`src/rtl/srb_pkg.sv`:
```
// Shared types, defaults and character helpers for the signature range blesser.
// No dependencies; srb_cell, the top level and the testbench import this package.
`default_nettype none
package srb_pkg;

  localparam int unsigned NUM_SIGNATURES_DEF = 16;
  localparam int unsigned MAX_SIG_LEN_DEF    = 32;

  // per-cycle control broadcast along the window cells
  typedef struct packed {
    logic shift;      // new command byte enters at cell 0
    logic bless;      // current signature matched: clear marks in span
    logic clear;      // command done: all marks back to tainted
    logic fold_case;  // compare ignoring ASCII letter case
  } cell_ctl_t;

  function automatic logic [7:0] fold_byte(input logic [7:0] c);
    logic [7:0] r;
    r = c;
    if (c >= 8'h41 && c <= 8'h5A) r = c + 8'd32;
    return r;
  endfunction

  function automatic logic is_letter(input logic [7:0] c);
    return (c >= 8'h41 && c <= 8'h5A) || (c >= 8'h61 && c <= 8'h7A);
  endfunction

endpackage
`default_nettype wire

```
`src/rtl/srb_in_if.sv`:
```
// Input channel: load or command byte with valid/ready.
// No dependencies.
`default_nettype none
interface srb_in_if;
  logic       valid;
  logic       ready;
  logic       op;
  logic [7:0] byte_value;
  logic       last;
  modport source (output valid, op, byte_value, last, input ready);
  modport sink   (input valid, op, byte_value, last, output ready);
endinterface
`default_nettype wire

```
`src/rtl/srb_out_if.sv`:
```
// Output channel: one mark per command byte with valid/ready.
// No dependencies.
`default_nettype none
interface srb_out_if;
  logic valid;
  logic ready;
  logic mark;
  logic end_of_command;
  modport source (output valid, mark, end_of_command, input ready);
  modport sink   (input valid, mark, end_of_command, output ready);
endinterface
`default_nettype wire

```
`src/rtl/srb_cfg_if.sv`:
```
// Configuration write channel for the exact-compare register.
// No dependencies.
`default_nettype none
interface srb_cfg_if;
  logic valid;
  logic ready;
  logic cmp_exact;
  modport source (output valid, cmp_exact, input ready);
  modport sink   (input valid, cmp_exact, output ready);
endinterface
`default_nettype wire

```
`src/rtl/srb_sig_mem.sv`:
```
// Signature table: one row per signature, {length, reversed bytes}.
// Single write port, one registered read port. Uses no package.
`default_nettype none
module srb_sig_mem #(
  parameter int unsigned DEPTH  = 16,
  parameter int unsigned ADDR_W = 4,
  parameter int unsigned DATA_W = 262
) (
  input  wire logic              clk_i,
  input  wire logic              wr_en_i,
  input  wire logic [ADDR_W-1:0] wr_addr_i,
  input  wire logic [DATA_W-1:0] wr_data_i,
  input  wire logic [ADDR_W-1:0] rd_addr_i,
  output logic      [DATA_W-1:0] rd_data_o
);

  logic [DATA_W-1:0] mem [DEPTH];

  always_ff @(posedge clk_i) begin
    if (wr_en_i) begin
      mem[wr_addr_i] <= wr_data_i;
    end
    rd_data_o <= mem[rd_addr_i];
  end

endmodule
`default_nettype wire

```
`src/rtl/srb_cell.sv`:
```
// One window cell: a command byte and its mark, shifting to the next cell.
// Depends on srb_pkg for cell_ctl_t and fold_byte.
`default_nettype none
module srb_cell
  import srb_pkg::*;
(
  input  wire logic       clk_i,
  input  wire logic       rst_ni,
  input  wire cell_ctl_t  ctl_i,
  input  wire logic [7:0] byte_i,
  input  wire logic       mark_i,
  input  wire logic [7:0] sig_byte_i,
  input  wire logic       in_span_i,
  output logic      [7:0] byte_o,
  output logic            mark_o,
  output logic            ok_o
);

  logic [7:0] byte_q;
  logic       mark_q;
  logic [7:0] a, b;

  always_comb begin
    a = ctl_i.fold_case ? fold_byte(byte_q) : byte_q;
    b = ctl_i.fold_case ? fold_byte(sig_byte_i) : sig_byte_i;
  end

  assign ok_o   = ~in_span_i | (a == b);
  assign byte_o = byte_q;
  assign mark_o = mark_q;

  always_ff @(posedge clk_i) begin
    if (ctl_i.shift) begin
      byte_q <= byte_i;
    end
  end

  always_ff @(posedge clk_i or negedge rst_ni) begin
    if (!rst_ni) begin
      mark_q <= 1'b1;
    end else if (ctl_i.clear) begin
      mark_q <= 1'b1;
    end else if (ctl_i.shift) begin
      mark_q <= mark_i;
    end else if (ctl_i.bless && in_span_i) begin
      mark_q <= 1'b0;
    end
  end

endmodule
`default_nettype wire

```
`src/rtl/signature_range_blesser_unit.sv`:
```
// Signature range blesser top level: load path, window cell chain, scan control.
// Depends on srb_pkg, srb_in_if, srb_out_if, srb_cfg_if, srb_cell, srb_sig_mem.
//
// Load items fill a signature table; command bytes enter a chain of MAX_SIG_LEN
// cells, newest at cell 0, and each stored signature is tested against the tail
// of the window, in turn (table read, then compare across all cells). The
// input takes no new item while a command byte is scanned or its marks are
// released, and a release waits on the sink; the table's single read port is
// why signatures are tested in turn. A byte releases the oldest mark once the
// window is full; a last byte flushes all held marks, oldest first. No clearing
// pass: the table is read only at rows already written.
`default_nettype none
module signature_range_blesser_unit
  import srb_pkg::*;
#(
  parameter int unsigned NUM_SIGNATURES = NUM_SIGNATURES_DEF,
  parameter int unsigned MAX_SIG_LEN    = MAX_SIG_LEN_DEF
) (
  input  wire logic  clk_i,
  input  wire logic  rst_ni,
  srb_in_if.sink     in_ch_i,
  srb_out_if.source  out_ch_o,
  srb_cfg_if.sink    cfg_ch_i
);

  localparam int unsigned CNT_W   = $clog2(NUM_SIGNATURES + 1);
  localparam int unsigned SADDR_W = (NUM_SIGNATURES > 1) ? $clog2(NUM_SIGNATURES) : 1;
  localparam int unsigned LEN_W   = $clog2(MAX_SIG_LEN + 1);
  localparam int unsigned IDX_W   = $clog2(MAX_SIG_LEN);
  localparam int unsigned BYTES_W = MAX_SIG_LEN * 8;
  localparam int unsigned ROW_W   = BYTES_W + LEN_W;

  typedef enum logic [2:0] {
    S_IDLE, S_RD, S_CMP, S_FIN, S_EMIT_ONE, S_FLUSH
  } state_e;

  state_e             state_q;
  logic [CNT_W-1:0]   sig_cnt_q, sidx_q, sidx_nx;
  logic               loaded_q, cs_q, last_q;
  logic [LEN_W-1:0]   pend_len_q, fill_q;
  logic [7:0]         ld_buf_q [MAX_SIG_LEN];
  logic [7:0]         ld_buf_d [MAX_SIG_LEN];
  logic [IDX_W-1:0]   fl_idx_q;
  logic               out_valid_q, out_mark_q, out_eoc_q;

  logic               in_fire, out_fire, ld_room;
  logic               mem_we;
  logic [ROW_W-1:0]   wr_row, rd_row;
  logic [LEN_W-1:0]   rd_len, pend_len_d;

  logic [7:0]         cell_byte [MAX_SIG_LEN];
  logic               cell_mark [MAX_SIG_LEN];
  logic [MAX_SIG_LEN-1:0] cell_ok;
  logic               in_span [MAX_SIG_LEN];
  logic               match;
  cell_ctl_t          ctl;

  assign in_ch_i.ready    = (state_q == S_IDLE);
  assign cfg_ch_i.ready   = 1'b1;
  assign out_ch_o.valid   = out_valid_q;
  assign out_ch_o.mark    = out_mark_q;
  assign out_ch_o.end_of_command = out_eoc_q;

  assign in_fire  = in_ch_i.valid & in_ch_i.ready;
  assign out_fire = out_valid_q & out_ch_o.ready;
  assign sidx_nx  = sidx_q + CNT_W'(1);

  // load path: newest byte at position 0 so rows line up with the window
  assign ld_room = (pend_len_q < LEN_W'(MAX_SIG_LEN));
  always_comb begin
    for (int j = 0; j < MAX_SIG_LEN; j++) begin
      if (!ld_room) ld_buf_d[j] = ld_buf_q[j];
      else if (j == 0) ld_buf_d[j] = in_ch_i.byte_value;
      else ld_buf_d[j] = ld_buf_q[j-1];
    end
    pend_len_d = ld_room ? pend_len_q + LEN_W'(1) : pend_len_q;
    for (int j = 0; j < MAX_SIG_LEN; j++) begin
      wr_row[j*8 +: 8] = ld_buf_d[j];
    end
    wr_row[ROW_W-1 -: LEN_W] = pend_len_d;
  end

  assign mem_we = in_fire & ~in_ch_i.op & in_ch_i.last &
                  (sig_cnt_q < CNT_W'(NUM_SIGNATURES));

  srb_sig_mem #(
    .DEPTH  (NUM_SIGNATURES),
    .ADDR_W (SADDR_W),
    .DATA_W (ROW_W)
  ) u_mem (
    .clk_i     (clk_i),
    .wr_en_i   (mem_we),
    .wr_addr_i (sig_cnt_q[SADDR_W-1:0]),
    .wr_data_i (wr_row),
    .rd_addr_i (sidx_q[SADDR_W-1:0]),
    .rd_data_o (rd_row)
  );

  assign rd_len = rd_row[ROW_W-1 -: LEN_W];

  always_comb begin
    ctl.shift     = in_fire & in_ch_i.op;
    ctl.bless     = (state_q == S_CMP) & match;
    ctl.clear     = (state_q == S_FLUSH) & out_fire & out_eoc_q;
    ctl.fold_case = ~cs_q;
  end

  for (genvar j = 0; j < MAX_SIG_LEN; j++) begin : g_cell
    assign in_span[j] = (LEN_W'(j) < rd_len);
    srb_cell u_cell (
      .clk_i      (clk_i),
      .rst_ni     (rst_ni),
      .ctl_i      (ctl),
      .byte_i     ((j == 0) ? in_ch_i.byte_value : cell_byte[(j == 0) ? 0 : j-1]),
      .mark_i     ((j == 0) ? loaded_q : cell_mark[(j == 0) ? 0 : j-1]),
      .sig_byte_i (rd_row[j*8 +: 8]),
      .in_span_i  (in_span[j]),
      .byte_o     (cell_byte[j]),
      .mark_o     (cell_mark[j]),
      .ok_o       (cell_ok[j])
    );
  end

  // one-byte signatures that are a letter never match
  assign match = (rd_len != '0) && (rd_len <= fill_q) && (&cell_ok) &&
                 !((rd_len == LEN_W'(1)) && is_letter(rd_row[7:0]));

  always_ff @(posedge clk_i) begin
    if (in_fire && !in_ch_i.op && (sig_cnt_q < CNT_W'(NUM_SIGNATURES))) begin
      ld_buf_q <= ld_buf_d;
    end
  end

  always_ff @(posedge clk_i or negedge rst_ni) begin
    if (!rst_ni) begin
      state_q     <= S_IDLE;
      sig_cnt_q   <= '0;
      sidx_q      <= '0;
      loaded_q    <= 1'b0;
      cs_q        <= 1'b1;
      last_q      <= 1'b0;
      pend_len_q  <= '0;
      fill_q      <= '0;
      fl_idx_q    <= '0;
      out_valid_q <= 1'b0;
      out_mark_q  <= 1'b1;
      out_eoc_q   <= 1'b0;
    end else begin
      if (cfg_ch_i.valid) begin
        cs_q <= cfg_ch_i.cmp_exact;
      end
      unique case (state_q)
        S_IDLE: begin
          if (in_fire) begin
            if (!in_ch_i.op) begin
              loaded_q <= 1'b1;
              if (sig_cnt_q < CNT_W'(NUM_SIGNATURES)) begin
                if (in_ch_i.last) begin
                  sig_cnt_q  <= sig_cnt_q + CNT_W'(1);
                  pend_len_q <= '0;
                end else begin
                  pend_len_q <= pend_len_d;
                end
              end
            end else begin
              fill_q  <= fill_q + LEN_W'(1);
              last_q  <= in_ch_i.last;
              sidx_q  <= '0;
              state_q <= (sig_cnt_q != '0) ? S_RD : S_FIN;
            end
          end
        end
        S_RD: begin
          state_q <= S_CMP;
        end
        S_CMP: begin
          sidx_q  <= sidx_nx;
          state_q <= (sidx_nx < sig_cnt_q) ? S_RD : S_FIN;
        end
        S_FIN: begin
          if (last_q) begin
            fl_idx_q    <= IDX_W'(fill_q - LEN_W'(1));
            out_mark_q  <= cell_mark[IDX_W'(fill_q - LEN_W'(1))];
            out_eoc_q   <= (fill_q == LEN_W'(1));
            out_valid_q <= 1'b1;
            state_q     <= S_FLUSH;
          end else if (fill_q == LEN_W'(MAX_SIG_LEN)) begin
            out_mark_q  <= cell_mark[MAX_SIG_LEN-1];
            out_eoc_q   <= 1'b0;
            out_valid_q <= 1'b1;
            fill_q      <= LEN_W'(MAX_SIG_LEN - 1);
            state_q     <= S_EMIT_ONE;
          end else begin
            state_q <= S_IDLE;
          end
        end
        S_EMIT_ONE: begin
          if (out_fire) begin
            out_valid_q <= 1'b0;
            state_q     <= S_IDLE;
          end
        end
        S_FLUSH: begin
          if (out_fire) begin
            if (out_eoc_q) begin
              out_valid_q <= 1'b0;
              out_eoc_q   <= 1'b0;
              fill_q      <= '0;
              state_q     <= S_IDLE;
            end else begin
              fl_idx_q   <= fl_idx_q - IDX_W'(1);
              out_mark_q <= cell_mark[fl_idx_q - IDX_W'(1)];
              out_eoc_q  <= (fl_idx_q == IDX_W'(1));
            end
          end
        end
        default: state_q <= S_IDLE;
      endcase
    end
  end

endmodule
`default_nettype wire

```
`src/flat_wrapper.sv`:
```
// flat-port wrapper written by rule: the top's interface ports become plain ports
module signature_range_blesser_unit_flat import srb_pkg::*;
#(
  parameter int unsigned NUM_SIGNATURES = NUM_SIGNATURES_DEF,
  parameter int unsigned MAX_SIG_LEN    = MAX_SIG_LEN_DEF
)
  (clk_i, rst_ni, in_ch_i_valid, in_ch_i_op, in_ch_i_byte_value, in_ch_i_last, in_ch_i_ready, out_ch_o_valid, out_ch_o_mark, out_ch_o_end_of_command, out_ch_o_ready, cfg_ch_i_valid, cfg_ch_i_cmp_exact, cfg_ch_i_ready);
  srb_in_if in_ch_i_i ();
  srb_out_if out_ch_o_i ();
  srb_cfg_if cfg_ch_i_i ();
  input  wire logic clk_i;
  input  wire logic rst_ni;
  input wire logic [$bits(in_ch_i_i.valid)-1:0] in_ch_i_valid;
  input wire logic [$bits(in_ch_i_i.op)-1:0] in_ch_i_op;
  input wire logic [$bits(in_ch_i_i.byte_value)-1:0] in_ch_i_byte_value;
  input wire logic [$bits(in_ch_i_i.last)-1:0] in_ch_i_last;
  output wire logic [$bits(in_ch_i_i.ready)-1:0] in_ch_i_ready;
  output wire logic [$bits(out_ch_o_i.valid)-1:0] out_ch_o_valid;
  output wire logic [$bits(out_ch_o_i.mark)-1:0] out_ch_o_mark;
  output wire logic [$bits(out_ch_o_i.end_of_command)-1:0] out_ch_o_end_of_command;
  input wire logic [$bits(out_ch_o_i.ready)-1:0] out_ch_o_ready;
  input wire logic [$bits(cfg_ch_i_i.valid)-1:0] cfg_ch_i_valid;
  input wire logic [$bits(cfg_ch_i_i.cmp_exact)-1:0] cfg_ch_i_cmp_exact;
  output wire logic [$bits(cfg_ch_i_i.ready)-1:0] cfg_ch_i_ready;
  assign in_ch_i_i.valid = in_ch_i_valid;
  assign in_ch_i_i.op = in_ch_i_op;
  assign in_ch_i_i.byte_value = in_ch_i_byte_value;
  assign in_ch_i_i.last = in_ch_i_last;
  assign in_ch_i_ready = in_ch_i_i.ready;
  assign out_ch_o_valid = out_ch_o_i.valid;
  assign out_ch_o_mark = out_ch_o_i.mark;
  assign out_ch_o_end_of_command = out_ch_o_i.end_of_command;
  assign out_ch_o_i.ready = out_ch_o_ready;
  assign cfg_ch_i_i.valid = cfg_ch_i_valid;
  assign cfg_ch_i_i.cmp_exact = cfg_ch_i_cmp_exact;
  assign cfg_ch_i_ready = cfg_ch_i_i.ready;
  signature_range_blesser_unit #(.NUM_SIGNATURES(NUM_SIGNATURES), .MAX_SIG_LEN(MAX_SIG_LEN)) u_core (.clk_i(clk_i), .rst_ni(rst_ni), .in_ch_i(in_ch_i_i), .out_ch_o(out_ch_o_i), .cfg_ch_i(cfg_ch_i_i));
endmodule
```
`config.mk`:
```
export PLATFORM = sky130hd
export DESIGN_NAME = signature_range_blesser_unit_flat
export DESIGN_NICKNAME = d
export VERILOG_FILES = /design/src/rtl/srb_pkg.sv /design/src/rtl/srb_in_if.sv /design/src/rtl/srb_out_if.sv /design/src/rtl/srb_cfg_if.sv /design/src/rtl/srb_sig_mem.sv /design/src/rtl/srb_cell.sv /design/src/rtl/signature_range_blesser_unit.sv /design/src/flat_wrapper.sv
export SDC_FILE = /design/constraint.sdc
export NUM_CORES = 2
export LEC_CHECK = 0
export BUFFER_PORTS_ARGS = -buffer_cell sky130_fd_sc_hd__buf_2
export CAP_MARGIN = 15
export CORE_MARGIN = 1.5
export CORE_UTILIZATION = 50
export CTS_CLUSTER_SIZE = 28
export DETAILED_ROUTE_END_ITERATION = 8
export PLACE_DENSITY = 0.77
export SYNTH_ARGS = -nofsm -noshare
export SYNTH_HDL_FRONTEND = slang
export SYNTH_MEMORY_MAX_BITS = 65536
export SYNTH_SLANG_ARGS = --single-unit
```
`constraint.sdc`:
```
create_clock -name clk_i -period 12.5 [get_ports clk_i]
set_input_delay 3.75 -clock clk_i [delete_from_list [all_inputs] [get_ports clk_i]]
set_output_delay 3.75 -clock clk_i [all_outputs]
set_load 0.1 [all_outputs]
```
==> summary.txt <==
Status
  • Run status: completed

STA
  • Hold Violations, Final: 0
  • Clock skew: 0.105 ns
  • Final setup viols: 0
  • Final Cycle Share: 61.0%
  • Slew @ Worst Pin: 1.32 ns
  • Unrepaired setup endpoints after global routing: no
  • Relative slew slack: 12.2%
  • Min Tclk post-route: 7.62 ns
  • Final setup margin: 4.88 ns
  • Fmax achieved: 0.131 GHz
  • Setup TNS after final layout: 0 ns
  • Final Max Slew Viols: 0

Synthesis
  • Number of enable flip-flop cells after synthesis: 4704
  • Post-synthesis cell type count: 102
  • Synth area leader: edfxtp_1
  • Yosys reg bits: 5034
  • Post-Syn Nets: 8758
  • Mapped Cells: 8655
  • Most numerous cell in the Yosys netlist: edfxtp_1
  • Seq/Total Area, Yosys: 76.3%
  • Post-synth ARST share: 1.35%
  • Mean Syn Cell Area: 22.5 um^2
  • Mapped Area: 194000 um^2
  • Main area contributors after synthesis: edfxtp_1, mux4_2, dfxtp_1, mux2_2, xnor2_1
  • Post-synth top flop: edfxtp_1
  • Synth Warn #: 0
  • Fraction of post-synthesis cell area in the top cell type by area: 72.7%
  • Commonest cells in the synthesized netlist: edfxtp_1, mux4_2, clkbuf_1

Critical path
  • Worst Path Required: 13.09 ns
  • Critical Path Start: in_ch_i_op
  • Worst path arrival time: 8.21 ns
  • Reg2Reg Setup Slack: 6.68 ns
  • Reg2reg end: u_core.u_mem.mem[5][103]
  • Crit Path Class: in -> reg
  • FF-to-FF path depth: 9
  • Worst-path maximum fanout: 108
  • Launch point of the worst reg-to-reg path: u_core.state_q[1]
  • Worst setup SP type: primary input
  • Crit. End Element: register

Routing
  • DR vias: 93100
  • Post-DR wirelength/cell: 31.7 um
  • DR iter-0 viols: 12800
  • DRC: 0
  • DR vias/cell: 6.41
  • Remaining antenna violation count: 0
  • Router iterations before antenna repair: 6
  • Drt total wl: 461000 um

Place
  • Pre-CTS setup slack: 3.95 ns
  • Routability cong.: 0.864
  • Port Buf Inserts: 19
  • DP HPWL: 241000 um

Clock tree
  • Setup repair bufs after CTS: 0
  • Root buffer cell: clkbuf_16
  • CTS tree: built
  • Sink Count: 5034
  • Clk buf depth: 4
  • Total CTS buffers: 466
  • PostCTS Resize Cnt: 0
  • # hold bufs at CTS: 0
  • Clk pin slew, worst setup/hold paths: 0.06 ns
  • Htree depth: 5
  • Clock Latency Late Sink: 1.03 ns

Floorplan
  • Die Ht: 627 um
  • Placeable Area: 386000 um^2
  • Cell Rows: 228
  • Die Width: 627 um
  • Initial core utilization: 50.3%
  • Die area: 393000 um^2
  • Ports: 21

Min path
  • Hold Path Cell Cnt: 1
  • Hold wc startpoint: u_core.sig_cnt_q[4]
  • Hold Path Class: reg -> reg
  • Hold EP: u_core.sig_cnt_q[4]

Layout
  • Layout net count: 8992
  • FILL cells: 26600
  • Layout cells sized above 1: 27.4%
  • Synthesis-to-layout area growth: 11.4%

Pwr
  • Power density cells: 211 nW/um^2
  • Total power: 45.8 mW
  • Max VDD drop: 197 uV
  • Leak: 66.4 nW

Flow run
  • Number of max-cap violations: 0

Global route
  • First-pass GRT wire length: 668000 um
  • Largest net degree at the start of global routing: 153
  • Grt total ovfl: 0
  • Initial antenna violation count: 32
  • Vias in the first global route: 95300
  • Tot GR Track Use: 23.3%
[cells by family after synthesis]
kind of cell / after synthesis / synth area share [%]
buf+inv: 408 / 0.819
other cells: 1 / 0.00193
simple gates: 683 / 1.92
compound gates: 439 / 1.61
fa+ha+maj: 87 / 0.560
flops: 5034 / 76.3
mux: 1638 / 17.2
xor+xnor: 365 / 1.66
[flip-flops by register name, summed over array words and instances, names as in the netlist]
name,flops
u_core.g_cell.u_cell.byte_o,256
u_core.g_cell.u_cell.mark_o,32
u_core.out_ch_o.valid,1
u_core.last_q,1
u_core.fill_q,6
u_core.pend_len_q,6
u_core.fl_idx_q,5
u_core.sidx_q,5
u_core.u_mem.rd_data_o,262
u_core.loaded_q,1
u_core.u_mem.mem,4192
u_core.state_q,3
u_core.sig_cnt_q,5
u_core.out_ch_o.end_of_command,1
u_core.cs_q,1
u_core.ld_buf_q,256
u_core.out_ch_o.mark,1
[worst max-delay path by stage]
stage,slack (ns),endpoint,depth (start not counted)
2_1_floorplan,0.38,u_core.g_cell[21].u_cell.mark_o,5
3_3_place_gp,4.05,u_core.u_mem.mem[6][220],9
3_5_place_dp,3.95,u_core.u_mem.mem[5][67],9
4_1_cts,4.95,u_core.u_mem.mem[6][220],9
5_1_grt,4.76,u_core.u_mem.mem[5][57],9
6_report,4.88,u_core.u_mem.mem[5][103],9
[metrics by stage]
| step | instances | cell area [um^2] | hold slack (ns) | utilization, % |
|---|---|---|---|---|
| after floorplan | 8655 | 194000 | 0.435 | - |
| after global placement | 13600 | 201000 | 0.450 | 52.0 |
| after detailed placement | 13600 | 201000 | 0.456 | 52.0 |
| after CTS | 14500 | 216000 | 0.455 | 56.0 |
| after global routing | 14500 | 216000 | 0.490 | 56.0 |
| final | 14500 | 217000 | 0.472 | 56.1 |
[cell type report]
type                       instances  area, um^2  area share, %
antenna                           42         105         0.0485
inverter                          37         155         0.0717
multi-input combinational       3213       44700           20.6
clock inverter                   241        2570           1.19
timing repair buffer             137        1440          0.667
sequential                      5034      148000           68.5
clock buffer                     639       12800           5.93
tap                             5175        6470           2.99
[metal layers]
metal / global-route usage (%) / wire [um] / vias up
met1: 31.4 / 172000 / 49700
li1: - / - / 37000
met4: 9.13 / 20100 / 10
met3: 4.08 / 42700 / 765
met2: 38.1 / 226000 / 5606
met5: 0 / 69 / -
[report_power, final]
group	internal, mW	leakage (nW)	switching (mW)	total, mW
logic	4.94	13.6	5.52	10.5
clock network	8.08	7.50	6.21	14.3
registers	19.6	45.3	1.44	21.0
[cells in the final DEF (no fill, tap or decap), types with 97 or more instances in the layout]
master	count
nand2_1	160
mux2_2	263
a21oi_1	99
dfxtp_1	262
edfxtp_1	4704
mux4_2	1331
nor2_1	97
xor2_1	165
nand3_1	107
clkbuf_1	127
clkbuf_16	472
xnor2_1	198
[worst max-delay path: stages]
cell      delay, ns
buf_2          0.12
nand3b_1       0.31
nand2b_1       0.50
inv_16         0.51
nand2_1        0.28
nor2_1         0.52
and3_4         0.61
buf_4          0.81
buf_4          0.66
Note: power is estimated with default switching activity, not from simulation.
